===== config.mk =====
export PLATFORM = sky130hd
export DESIGN_NAME = png_chunk_framer_flat
export DESIGN_NICKNAME = d
export VERILOG_FILES = /design/src/pcf_pkg.sv /design/src/pcf_cmd_if.sv /design/src/pcf_byte_if.sv /design/src/png_chunk_framer.sv /design/src/pcf_job_fifo.sv /design/src/flat_wrapper.sv
export SDC_FILE = /design/constraint.sdc
export NUM_CORES = 1
export LEC_CHECK = 0
export BUFFER_PORTS_ARGS = -buffer_cell sky130_fd_sc_hd__clkbuf_2
export CAP_MARGIN = 20
export CORE_UTILIZATION = 40
export DETAILED_ROUTE_END_ITERATION = 8
export PLACE_DENSITY = 0.54
export SLEW_MARGIN = 20
export SYNTH_ARGS = -nofsm -noshare
export SYNTH_HDL_FRONTEND = slang
export SYNTH_SLANG_ARGS = --single-unit

===== constraint.sdc =====
create_clock -name clk -period 9.34 [get_ports clk]
set_input_delay 2.802 -clock clk [delete_from_list [all_inputs] [get_ports clk]]
set_output_delay 2.802 -clock clk [all_outputs]
set_load 0.02 [all_outputs]

===== src/pcf_pkg.sv =====
// ----------------------------------------------------------------------------
// pcf_pkg
// Shared types, constants and helper functions of the PNG chunk framer.
// ----------------------------------------------------------------------------
package pcf_pkg;

	localparam int FUNC_W = 2;
	localparam int LEN_W  = 31;
	localparam int TYPE_W = 32;
	localparam int BYTE_W = 8;
	localparam int CRC_W  = 32;

	// command queue depth
	localparam int QDEPTH = 4;
	localparam int QAW    = $clog2(QDEPTH);

	localparam logic [CRC_W-1:0] CRC_POLY   = 32'hEDB88320;
	localparam logic [CRC_W-1:0] CRC_PRESET = 32'hFFFFFFFF;

	typedef enum logic [FUNC_W-1:0] {
		FN_SIG  = 2'd0,
		FN_HDR  = 2'd1,
		FN_DATA = 2'd2,
		FN_RSVD = 2'd3
	} func_t;

	// byte index within one command's output run
	typedef logic [3:0] step_t;

	localparam step_t STEP_FIRST     = 4'd0;
	localparam step_t SIG_LAST       = 4'd7;
	localparam step_t HDR_TYPE_FIRST = 4'd4;
	localparam step_t HDR_TYPE_LAST  = 4'd7;
	localparam step_t HDR_CRC_LAST   = 4'd11;
	localparam step_t DATA_CRC_LAST  = 4'd4;

	typedef struct packed {
		func_t              func;
		logic [LEN_W-1:0]   chunk_length;
		logic [TYPE_W-1:0]  chunk_type;
		logic [BYTE_W-1:0]  data_byte;
	} job_t;

	localparam logic [BYTE_W-1:0] PNG_SIG [8] = '{
		8'h89, 8'h50, 8'h4E, 8'h47, 8'h0D, 8'h0A, 8'h1A, 8'h0A
	};

	function automatic logic [BYTE_W-1:0] sig_byte(input logic [2:0] idx);
		return PNG_SIG[idx];
	endfunction

	// big-endian byte pick: sel 0 is the top byte
	function automatic logic [BYTE_W-1:0] be_byte(input logic [31:0] w, input logic [1:0] sel);
		logic [BYTE_W-1:0] r;
		case (sel)
			2'd0: r = w[31:24];
			2'd1: r = w[23:16];
			2'd2: r = w[15:8];
			default: r = w[7:0];
		endcase
		return r;
	endfunction

	// reflected CRC-32, one byte folded bit by bit
	function automatic logic [CRC_W-1:0] crc_fold(input logic [CRC_W-1:0] c,
		input logic [BYTE_W-1:0] b);
		logic [CRC_W-1:0] r;
		r = c ^ {{(CRC_W-BYTE_W){1'b0}}, b};
		for (int k = 0; k < 8; k++) begin
			r = r[0] ? (CRC_POLY ^ (r >> 1)) : (r >> 1);
		end
		return r;
	endfunction

endpackage


===== src/pcf_cmd_if.sv =====
// ----------------------------------------------------------------------------
// pcf_cmd_if
// Command channel of the framer: valid/ready plus one command word.
// ----------------------------------------------------------------------------
interface pcf_cmd_if;
	import pcf_pkg::*;

	logic              valid;
	logic              ready;
	logic [FUNC_W-1:0] func;
	logic [LEN_W-1:0]  chunk_length;
	logic [TYPE_W-1:0] chunk_type;
	logic [BYTE_W-1:0] data_byte;

	modport source(output valid, output func, output chunk_length, output chunk_type,
		output data_byte, input ready);
	modport sink(input valid, input func, input chunk_length, input chunk_type,
		input data_byte, output ready);
endinterface


===== src/pcf_byte_if.sv =====
// ----------------------------------------------------------------------------
// pcf_byte_if
// Byte stream channel of the framer: valid/ready plus one stream word.
// ----------------------------------------------------------------------------
interface pcf_byte_if;
	import pcf_pkg::*;

	logic              valid;
	logic              ready;
	logic [BYTE_W-1:0] out_byte;
	logic              run_last;
	logic              chunk_done;

	modport source(output valid, output out_byte, output run_last, output chunk_done,
		input ready);
	modport sink(input valid, input out_byte, input run_last, input chunk_done,
		output ready);
endinterface


===== src/png_chunk_framer.sv =====
// ----------------------------------------------------------------------------
// png_chunk_framer
// Turns signature, chunk header and data byte commands into a PNG byte
// stream with big-endian lengths and a reflected CRC-32 trailer per chunk.
// ----------------------------------------------------------------------------
//
//  channel | dir | payload                                        | word
//  --------+-----+------------------------------------------------+----------------
//  cmd     | in  | func, chunk_length, chunk_type, data_byte      | one command
//  strm    | out | out_byte, run_last, chunk_done                 | one stream byte
//
// Output: one byte per cycle through the output register while strm takes it. A
// data byte yields one byte (five when it closes the chunk), a signature eight,
// a header eight (twelve for zero length); stray data and the unused code none.
// Reset: asynchronous, clears queue pointers, sequencer and chunk context.
// Stalls: a 4-deep command queue takes commands while bytes of earlier ones
// drain; a stalled strm freezes the sequencer with its output held.
//
module png_chunk_framer (
	input  logic clk,
	input  logic arst_n,
	pcf_cmd_if.sink   cmd,
	pcf_byte_if.source strm
);
	import pcf_pkg::*;

	// command queue
	logic  q_push;
	job_t  q_in;
	logic  q_full;
	logic  hv;
	job_t  hd;
	logic  h_take;

	assign cmd.ready = !q_full;
	assign q_push    = cmd.valid && !q_full;

	always_comb begin
		q_in.func         = func_t'(cmd.func);
		q_in.chunk_length = cmd.chunk_length;
		q_in.chunk_type   = cmd.chunk_type;
		q_in.data_byte    = cmd.data_byte;
	end

	pcf_job_fifo u_fifo (
		.clk        (clk),
		.arst_n     (arst_n),
		.push       (q_push),
		.push_job   (q_in),
		.full       (q_full),
		.head_valid (hv),
		.head       (hd),
		.head_take  (h_take)
	);

	// chunk context and sequencer state
	logic [CRC_W-1:0]  crc_q;
	logic [LEN_W-1:0]  rem_q;
	logic              open_q;
	step_t             step_q;

	// output register
	logic              ob_valid_q;
	logic [BYTE_W-1:0] ob_byte_q;
	logic              ob_last_q;
	logic              ob_done_q;

	logic              adv;
	logic              emit;
	logic              skip;
	logic              fire;
	logic              last;
	logic              done;
	logic [BYTE_W-1:0] byte_d;
	logic [BYTE_W-1:0] tbyte;
	logic [CRC_W-1:0]  crc_d;
	logic [LEN_W-1:0]  rem_d;
	logic              open_d;
	logic [1:0]        tsel;

	assign adv = !ob_valid_q || strm.ready;

	always_comb begin
		emit   = 1'b0;
		skip   = 1'b0;
		last   = 1'b0;
		done   = 1'b0;
		byte_d = '0;
		crc_d  = crc_q;
		rem_d  = rem_q;
		open_d = open_q;
		tbyte  = be_byte(hd.chunk_type, step_q[1:0]);
		tsel   = 2'(step_q - 4'd1);
		if (hv) begin
			case (hd.func)
				FN_SIG: begin
					emit   = 1'b1;
					byte_d = sig_byte(step_q[2:0]);
					last   = (step_q == SIG_LAST);
				end
				FN_HDR: begin
					emit = 1'b1;
					if (step_q < HDR_TYPE_FIRST) begin
						byte_d = be_byte({1'b0, hd.chunk_length}, step_q[1:0]);
					end else if (step_q <= HDR_TYPE_LAST) begin
						// type bytes seed the CRC; preset on the first one
						byte_d = tbyte;
						crc_d  = crc_fold((step_q == HDR_TYPE_FIRST) ? CRC_PRESET : crc_q,
							tbyte);
						if (step_q == HDR_TYPE_LAST) begin
							rem_d  = hd.chunk_length;
							open_d = 1'b1;
						end
					end else begin
						// zero-length chunk: trailer right after the header
						byte_d = be_byte(~crc_q, step_q[1:0]);
						if (step_q == HDR_CRC_LAST) begin
							done   = 1'b1;
							open_d = 1'b0;
							rem_d  = '0;
						end
					end
					last = (hd.chunk_length == '0) ? (step_q == HDR_CRC_LAST)
						: (step_q == HDR_TYPE_LAST);
				end
				FN_DATA: begin
					if (step_q == STEP_FIRST) begin
						if (!open_q || rem_q == '0) begin
							skip = 1'b1;
						end else begin
							emit   = 1'b1;
							byte_d = hd.data_byte;
							crc_d  = crc_fold(crc_q, hd.data_byte);
							rem_d  = rem_q - 1'b1;
							last   = (rem_q != LEN_W'(1));
						end
					end else begin
						// closing trailer, one CRC byte per step
						emit   = 1'b1;
						byte_d = be_byte(~crc_q, tsel);
						if (step_q == DATA_CRC_LAST) begin
							last   = 1'b1;
							done   = 1'b1;
							open_d = 1'b0;
							rem_d  = '0;
						end
					end
				end
				default: begin
					skip = 1'b1;
				end
			endcase
		end
	end

	assign fire   = emit && adv;
	assign h_take = skip || (fire && last);

	always_ff @(posedge clk or negedge arst_n) begin
		if (!arst_n) begin
			crc_q      <= CRC_PRESET;
			rem_q      <= '0;
			open_q     <= 1'b0;
			step_q     <= STEP_FIRST;
			ob_valid_q <= 1'b0;
		end else begin
			if (fire) begin
				crc_q      <= crc_d;
				rem_q      <= rem_d;
				open_q     <= open_d;
				step_q     <= last ? STEP_FIRST : step_q + 1'b1;
				ob_valid_q <= 1'b1;
			end else if (strm.ready) begin
				ob_valid_q <= 1'b0;
			end
		end
	end

	always_ff @(posedge clk) begin
		if (fire) begin
			ob_byte_q <= byte_d;
			ob_last_q <= last;
			ob_done_q <= done;
		end
	end

	assign strm.valid      = ob_valid_q;
	assign strm.out_byte   = ob_byte_q;
	assign strm.run_last   = ob_last_q;
	assign strm.chunk_done = ob_done_q;

endmodule


===== src/pcf_job_fifo.sv =====
// ----------------------------------------------------------------------------
// pcf_job_fifo
// Command queue in a synchronous RAM; the read data register is the head.
// ----------------------------------------------------------------------------
module pcf_job_fifo (
	input  logic          clk,
	input  logic          arst_n,
	input  logic          push,
	input  pcf_pkg::job_t push_job,
	output logic          full,
	output logic          head_valid,
	output pcf_pkg::job_t head,
	input  logic          head_take
);
	import pcf_pkg::*;

	job_t           mem [QDEPTH];
	logic [QAW:0]   wr_ptr_q;
	logic [QAW:0]   rd_ptr_q;
	logic           head_valid_q;
	job_t           head_q;
	logic [QAW:0]   count;
	logic           empty;
	logic           pop;

	assign count = wr_ptr_q - rd_ptr_q;
	assign empty = (wr_ptr_q == rd_ptr_q);
	assign full  = (count == (QAW+1)'(QDEPTH));
	// refill head when it is free or leaves this cycle
	assign pop   = !empty && (!head_valid_q || head_take);

	always_ff @(posedge clk) begin
		if (push) begin
			mem[wr_ptr_q[QAW-1:0]] <= push_job;
		end
		if (pop) begin
			head_q <= mem[rd_ptr_q[QAW-1:0]];
		end
	end

	always_ff @(posedge clk or negedge arst_n) begin
		if (!arst_n) begin
			wr_ptr_q     <= '0;
			rd_ptr_q     <= '0;
			head_valid_q <= 1'b0;
		end else begin
			if (push) begin
				wr_ptr_q <= wr_ptr_q + 1'b1;
			end
			if (pop) begin
				rd_ptr_q     <= rd_ptr_q + 1'b1;
				head_valid_q <= 1'b1;
			end else if (head_take) begin
				head_valid_q <= 1'b0;
			end
		end
	end

	assign head_valid = head_valid_q;
	assign head       = head_q;

endmodule

===== src/flat_wrapper.sv =====
// flat-port wrapper written by rule: the top's interface ports become plain ports
module png_chunk_framer_flat import pcf_pkg::*;
  (clk, arst_n, cmd_valid, cmd_func, cmd_chunk_length, cmd_chunk_type, cmd_data_byte, cmd_ready, strm_valid, strm_out_byte, strm_run_last, strm_chunk_done, strm_ready);
  pcf_cmd_if cmd_i ();
  pcf_byte_if strm_i ();
  input  logic clk;
  input  logic arst_n;
  input wire logic [$bits(cmd_i.valid)-1:0] cmd_valid;
  input wire logic [$bits(cmd_i.func)-1:0] cmd_func;
  input wire logic [$bits(cmd_i.chunk_length)-1:0] cmd_chunk_length;
  input wire logic [$bits(cmd_i.chunk_type)-1:0] cmd_chunk_type;
  input wire logic [$bits(cmd_i.data_byte)-1:0] cmd_data_byte;
  output wire logic [$bits(cmd_i.ready)-1:0] cmd_ready;
  output wire logic [$bits(strm_i.valid)-1:0] strm_valid;
  output wire logic [$bits(strm_i.out_byte)-1:0] strm_out_byte;
  output wire logic [$bits(strm_i.run_last)-1:0] strm_run_last;
  output wire logic [$bits(strm_i.chunk_done)-1:0] strm_chunk_done;
  input wire logic [$bits(strm_i.ready)-1:0] strm_ready;
  assign cmd_i.valid = cmd_valid;
  assign cmd_i.func = cmd_func;
  assign cmd_i.chunk_length = cmd_chunk_length;
  assign cmd_i.chunk_type = cmd_chunk_type;
  assign cmd_i.data_byte = cmd_data_byte;
  assign cmd_ready = cmd_i.ready;
  assign strm_valid = strm_i.valid;
  assign strm_out_byte = strm_i.out_byte;
  assign strm_run_last = strm_i.run_last;
  assign strm_chunk_done = strm_i.chunk_done;
  assign strm_i.ready = strm_ready;
  png_chunk_framer u_core (.clk(clk), .arst_n(arst_n), .cmd(cmd_i), .strm(strm_i));
endmodule

* Word level (Yosys, flattened, before mapping)
Memory sizes are Yosys's and may differ from the RTL's. A register that Yosys moved wholly into a read port is not among the register bits.
Index checks and enable logic that the tools add are counted.
** Word-level totals
- Bits in writable memories :: 292
- Logic and storage cells :: 164
- Memories kept :: 2
- Memory bits (read-only) :: 64
- Bits of input ports :: 77
- Output and inout bits :: 12
- Latch bits :: 0
- Flip-flop bits (word level) :: 86
** Memory list
- u_core.u_fifo.mem :: words 4, width 73, read ports 1, clocked after memory_dff 1, wr ports 1, RTL line pcf_job_fifo.sv:17 : job_t mem [QDEPTH];
- (name not given) :: words 8, width 8, read ports 1, clocked after memory_dff 0, wr ports 0, RTL line pcf_pkg.sv:49 : return PNG_SIG[idx];
** Cells by class
- Magnitude comparators :: 3
- Shifts and indexed selects :: 0
- Eq/ne operators :: 22
- Mux-type cells :: 74
- Reductions and logical operators :: 26
- Multipliers :: 0
- Div/mod/pow operators :: 0
- Add/sub/neg operators :: 6
- Bitwise operators :: 20
** Operators with widths (count)
- $mux W32 :: 21
- $not A13 Y14 :: 16
- $mux W31 :: 7
- $pmux W8 S3 :: 5
- $pmux W32 S2 :: 1
- $xor A32 B8 Y32 :: 2
- $logic_not A31 Y1 :: 2
- $pmux W31 S2 :: 1
- $mux W8 :: 6
- $not A32 Y32 :: 1
- $ne A31 B1 Y1 const B :: 1
- $sub A31 B1 Y31 const B :: 1
- $mux W1 :: 27
- $reduce_and A8 Y1 :: 2
- $eq A4 B3 Y1 const B :: 2
- $pmux W1 S2 :: 4
- $reduce_and A7 Y1 :: 1
- $add A3 B1 Y3 const B :: 2
- $eq A2 B1 Y1 const B :: 3
- $eq A2 B2 Y1 const B :: 3
- $logic_not A2 Y1 :: 3
- $ne A2 B1 Y1 const B :: 3
- $ne A2 B2 Y1 const B :: 3
- $ne A3 B1 Y1 const B :: 2
- other kinds (20) :: 32

* Longest topological paths before layout
- Word-level depth :: 22
- Depth in mapped cells :: 12
- Mapped depth without buffers :: 10

* By module
A second synthesis with hierarchy kept.
** Unflattened totals
- Cells, all modules :: 1387
- Area total of the unflattened synthesis :: 20617.3 sq um
** By module, submodules not included
- pcf_job_fifo :: sequential area each 11135.7 sq um, instances 1, cells an instance 493, area each 13156.4 sq um
- png_chunk_framer :: sequential area each 2067.0 sq um, instances 1, cells an instance 894, area each 7460.9 sq um

* Worst setup path after synthesis
No wires, ideal clock.
- Path type :: in2reg
- Start point :: input strm_ready
- End point :: register, netlist name u_core.u_fifo.head[0]
- Stages :: 7
- Buffers on the path :: 0
- Setup time :: 0.427 ns
- Slack :: 3.792 ns
- Data required time :: 8.913 ns
- Data arrival time :: 5.122 ns
- Cells stage by stage :: nand2b_1 nand2_1 a31o_2 inv_2 a221o_1 nand2_1 inv_1
** On the way
- Word-level cells in the longest chain between the ends :: 6
** Ends and longest elaborated chain
- from (decl) :: RTL line flat_wrapper.sv:18 : input wire logic [$bits(strm_i.ready)-1:0] strm_ready;
- $logic_or A1 B1 Y1 :: RTL line png_chunk_framer.sv:81 : assign adv = !ob_valid_q || strm.ready;
- $logic_and A1 B1 Y1 :: RTL line png_chunk_framer.sv:156 : assign fire = emit && adv;
- named net u_core.fire :: RTL line png_chunk_framer.sv:71 : logic fire;
- $logic_and A1 B1 Y1 :: RTL line png_chunk_framer.sv:157 : assign h_take = skip || (fire && last);
- $logic_or A1 B1 Y1 :: RTL line png_chunk_framer.sv:157
- $logic_or A1 B1 Y1 :: RTL line pcf_job_fifo.sv:30 : assign pop = !empty && (!head_valid_q || head_take);
- $logic_and A1 B1 Y1 :: RTL line pcf_job_fifo.sv:30
- named net u_core.u_fifo.pop :: RTL line pcf_job_fifo.sv:24 : logic pop;
The timed path passes the listed nets, and every way through them passes these cells.
A chain may end at the register's enable or synchronous reset.

* Worst setup path in the final report
- Start point :: register u_core.u_fifo.rd_ptr_q[1]
- End point :: output cmd_ready
** On the way
- Word-level cells in the longest chain between the ends :: 3
** Ends and longest elaborated chain
- from (decl) :: RTL line pcf_job_fifo.sv:19 : logic [QAW:0] rd_ptr_q;
- from (signal assigned) :: RTL line pcf_job_fifo.sv:51 : rd_ptr_q <= rd_ptr_q + 1'b1;
- $sub A3 B3 Y3 :: RTL line pcf_job_fifo.sv:26 : assign count = wr_ptr_q - rd_ptr_q;
- $eq A3 B3 Y1 :: RTL line pcf_job_fifo.sv:28 : assign full = (count == (QAW+1)'(QDEPTH));
- $logic_not A1 Y1 :: RTL line png_chunk_framer.sv:35 : assign cmd.ready = !q_full;
- to (decl) :: RTL line flat_wrapper.sv:13 : output wire logic [$bits(cmd_i.ready)-1:0] cmd_ready;
No other way between the ends.

==> summary.md <==
The worst register-to-register path has a depth of 10. The final-layout setup total negative slack was 0 ps; the clock transition at the register clock pins on the worst setup and hold paths after CTS was 60 ps. Timing analysis after detailed placement gives a worst setup slack of 3712 ps. In this run, post-CTS hold repair placed 0 buffers. The run finished with clean final reports.

Port buffering added 88 buffers. The first global-routing pass estimated 73.69 mm of wire. Row generation in the floorplan step produced 82 rows.

The multi-input combinational cells in the finished layout cover a total of 6650 sq um. In this run the cell area of the synthesized design comes to 20,240 sq um. The final-report setup violation count was 0; the post-synthesis net count was 1,484.

The complex-gate fraction of the synthesized area was 8.975%; the synthesized-area fraction occupied by xor and xnor cells was 7.281%. The cell count after synthesis is 1,387, and the worst-case clock buffer depth is 3. Wires add up to 48.42 mm. The post-synthesis simple-gate area fraction is 6.428%, and the first-iteration detailed-routing DRC count is 1,081. After the flow finishes, the layout carries non-filler instances totaling 2,186. In this run the critical register-to-register path is captured at u_core.u_fifo.head[35]$_DFFE_PP_.

The beginning of the worst register-to-register path is u_core.step_q[1]$_DFFE_PN0N_. Max-cap violations in this run came to 0. The worst hold path terminates at u_core.u_fifo.wr_ptr_q[2]$_DFFE_PN0P_. The tools report the number of pins exceeding their max-slew limit in the final report as 0.

Worst hold-check path type: flip-flop to flip-flop. Measured against the total synthesized area, the mux share comes to 8.784%. The clock sink count is 451, and the final period utilization is 53.68%. Fill cells in the final layout number 4,521. At the end of routability-driven placement, the weighted congestion stood at 0.8705. The routed length per instance came out at 22.15 um. The tools report the startpoint of the worst hold path as u_core.u_fifo.wr_ptr_q[2]$_DFFE_PN0P_.

Hold timing on the final database bottoms out at a slack of 484.3 ps. The number of nets still failing antenna checks after routing came out at 0. Largest clock skew in the final design: 17.47 ps. By area, the combinational part of the netlist is dominated by compound AO/OA/AOI/OAI gates. The via count normalized by instance count came out at 5.467. The height of the die works out to 227.0 um. STA classifies the critical path endpoint as a primary output. Setup repair after global routing left no endpoint under its margin. Of the total synthesized cell area, the portion taken by full adders, half adders and majority gates is 1.236%. Once routing completed, OpenROAD measured the worst setup slack at 4327 ps.

The tree is rooted in a clkbuf_16. Registers take 13,210 sq um. For the number of search-and-repair iterations in the first detailed-routing pass, the log shows 7. The largest fanout on the critical path was 22; the number of nets in the finished design was 1,570.

The worst pin sits at a relative slew slack of 34.42%. The share of the yosys chip area belonging to registers was 65.22%; the number of synthesized flops with an enable pin was 375. STA classifies the critical path startpoint as a flip-flop.

In this run the count of I/O pins placed on the die edge is 89. The post-cts gate resize count was 0; the overall die area was 51,510 sq um. Worst hold path cell count: 1. At the worst endpoint, the arrival time is 2210 ps.

The H-tree depth was 2; the sum of overflow across all layers after global routing was 0. Derived from the worst setup path, the maximum achievable clock frequency is 0.1995 GHz. The initial utilization of the core area, before any placement, comes to 40.43%. Including well taps, the total number of placed cells is 2,094. The routed design could run at a clock period as short as 5013 ps.

The number of antenna violations at the first check in global routing was 4. The global router's overall resource usage was 19.16%. After detailed routing, the number of remaining DRC violations is 0.

In this run the register-to-register setup slack is 4510 ps. The pin count of the biggest net entering global routing came out at 73. Once detailed placement completed, the half-perimeter wirelength came to 31.23 mm.

Total of warnings raised by yosys: 0. Post-synthesis to final-layout area growth: 13.75%. In this run the worst setup path begins at u_core.u_fifo.rd_ptr_q[1]$_DFFE_PN0P_. TritonCTS built the clock tree. The type of the setup path with the least slack was flip-flop to primary output.

A synthesized cell averages 14.59 sq um. After synthesis the netlist holds a flip-flop and latch count of 451. Measured along the x axis, the die boundary spans 227.0 um. At the pin with the least slew margin, the transition time is 983.7 ps. In the final layout, the share of cells above drive strength 1 is 21.28%. The routed layout has 11,951 vias. The tools report the count of distinct cell types in the synthesized netlist as 64. For this run, asynchronously set or reset flops after synthesis account for 16.85%. Among all flip-flop cells after synthesis, the most frequent one is edfxtp_1. For the via count of the first global-routing pass, the log shows 11,873. STA puts the critical path data required time at 6540 ps.

Once the clock tree was built, the setup fixing pass inserted 0 buffers. The region available for standard cell placement spans 50,070 sq um. The final hold violation count is 0.

The insertion delay to the later sink of the worst-skew pair is 590 ps. The number of clock buffers added by TritonCTS is 49.
-- cell type report --
type | instances | area share, %
flip-flops and latches | 451 | 57.37
repair buffers | 110 | 2.657
inverters | 29 | 0.4728
clock buffers | 65 | 5.586
well taps | 672 | 3.652
multi-input cells | 832 | 28.88
clock inverters | 26 | 1.364
diodes | 1 | 0.01087
-- registers in the layout, indices dropped and copies added (netlist names), 3 cells and up --
name,count
u_core.rem_q,31
u_core.step_q,4
u_core.u_fifo.rd_ptr_q,3
u_core.strm.out_byte,8
u_core.u_fifo.head,73
u_core.crc_q,32
u_core.u_fifo.wr_ptr_q,3
u_core.u_fifo.mem,292
-- cells in the mapped netlist (all sizes together) (20+ instances only) --
library cell,instances,area [sq um]
dfrtp,44,1101
o21ai,140,704.4
mux4,73,1644
xor2,37,331.6
nor2,91,360.3
nand2,92,345.3
inv,28,105.1
xnor2,109,1097
clkbuf,58,217.7
ha,20,250.2
edfxtp,375,11260
nor3,27,135.1
dfstp,32,840.8
a21oi,54,270.3
-- worst max path at each step --
stage	end	cells past startpoint
floorplan	u_core.u_fifo.head[0]$_DFFE_PP_	7
global placement	u_core.u_fifo.head[5]$_DFFE_PP_	9
detailed placement	u_core.u_fifo.head[25]$_DFFE_PP_	9
CTS	cmd_ready	6
global route	u_core.u_fifo.head[35]$_DFFE_PP_	10
finish	cmd_ready	6
-- metal layers --
| layer | vias to the layer above | routed length, um | track usage (%) |
|---|---|---|---|
| met2 | 360 | 22520 | 29.83 |
| met5 | - | 27 | 0 |
| met3 | 72 | 2817 | 3.627 |
| met1 | 6041 | 22020 | 27.35 |
| li1 | 5474 | - | - |
| met4 | 4 | 1044 | 5.694 |
-- logic make-up (layout without fill, tap and decap cells) --
family	Yosys count	count (layout)
other cells	0	1
compound gates	295	295
buf+inv	104	230
xor+xnor	148	148
simple gates	284	284
fa+ha+maj	20	20
flops	451	451
mux	85	85
-- critical path, cell delays in order, from the launching register on --
cell and delay [ps]:
dfrtp_4 650, inv_1 80, ha_1 190, nor2b_1 150, xnor2_1 140, nand3_1 200
clkbuf_2 210
-- placed cells by master, fill, tap and decap left out, types with 25 or more instances in the layout --
cell type and instances:
a21oi_1 54, clkbuf_16 49, clkbuf_2 87, dfrtp_1 42, dfstp_2 32, edfxtp_1 375
inv_1 25, mux4_2 73, nand2_1 92, nor2_1 88, nor3_1 27, o21ai_0 132
xnor2_1 96, xor2_1 36
-- metrics by stage --
stage / util, % / cell area [sq um]
floorplan: - / 20240
global placement: 42.78 / 21420
detailed placement: 42.78 / 21420
CTS: 45.97 / 23020
global route: 45.99 / 23020
finish: 45.99 / 23020
Power is not shown: default switching activity piles up to over one toggle a cycle in this logic, so the estimate is an artifact.
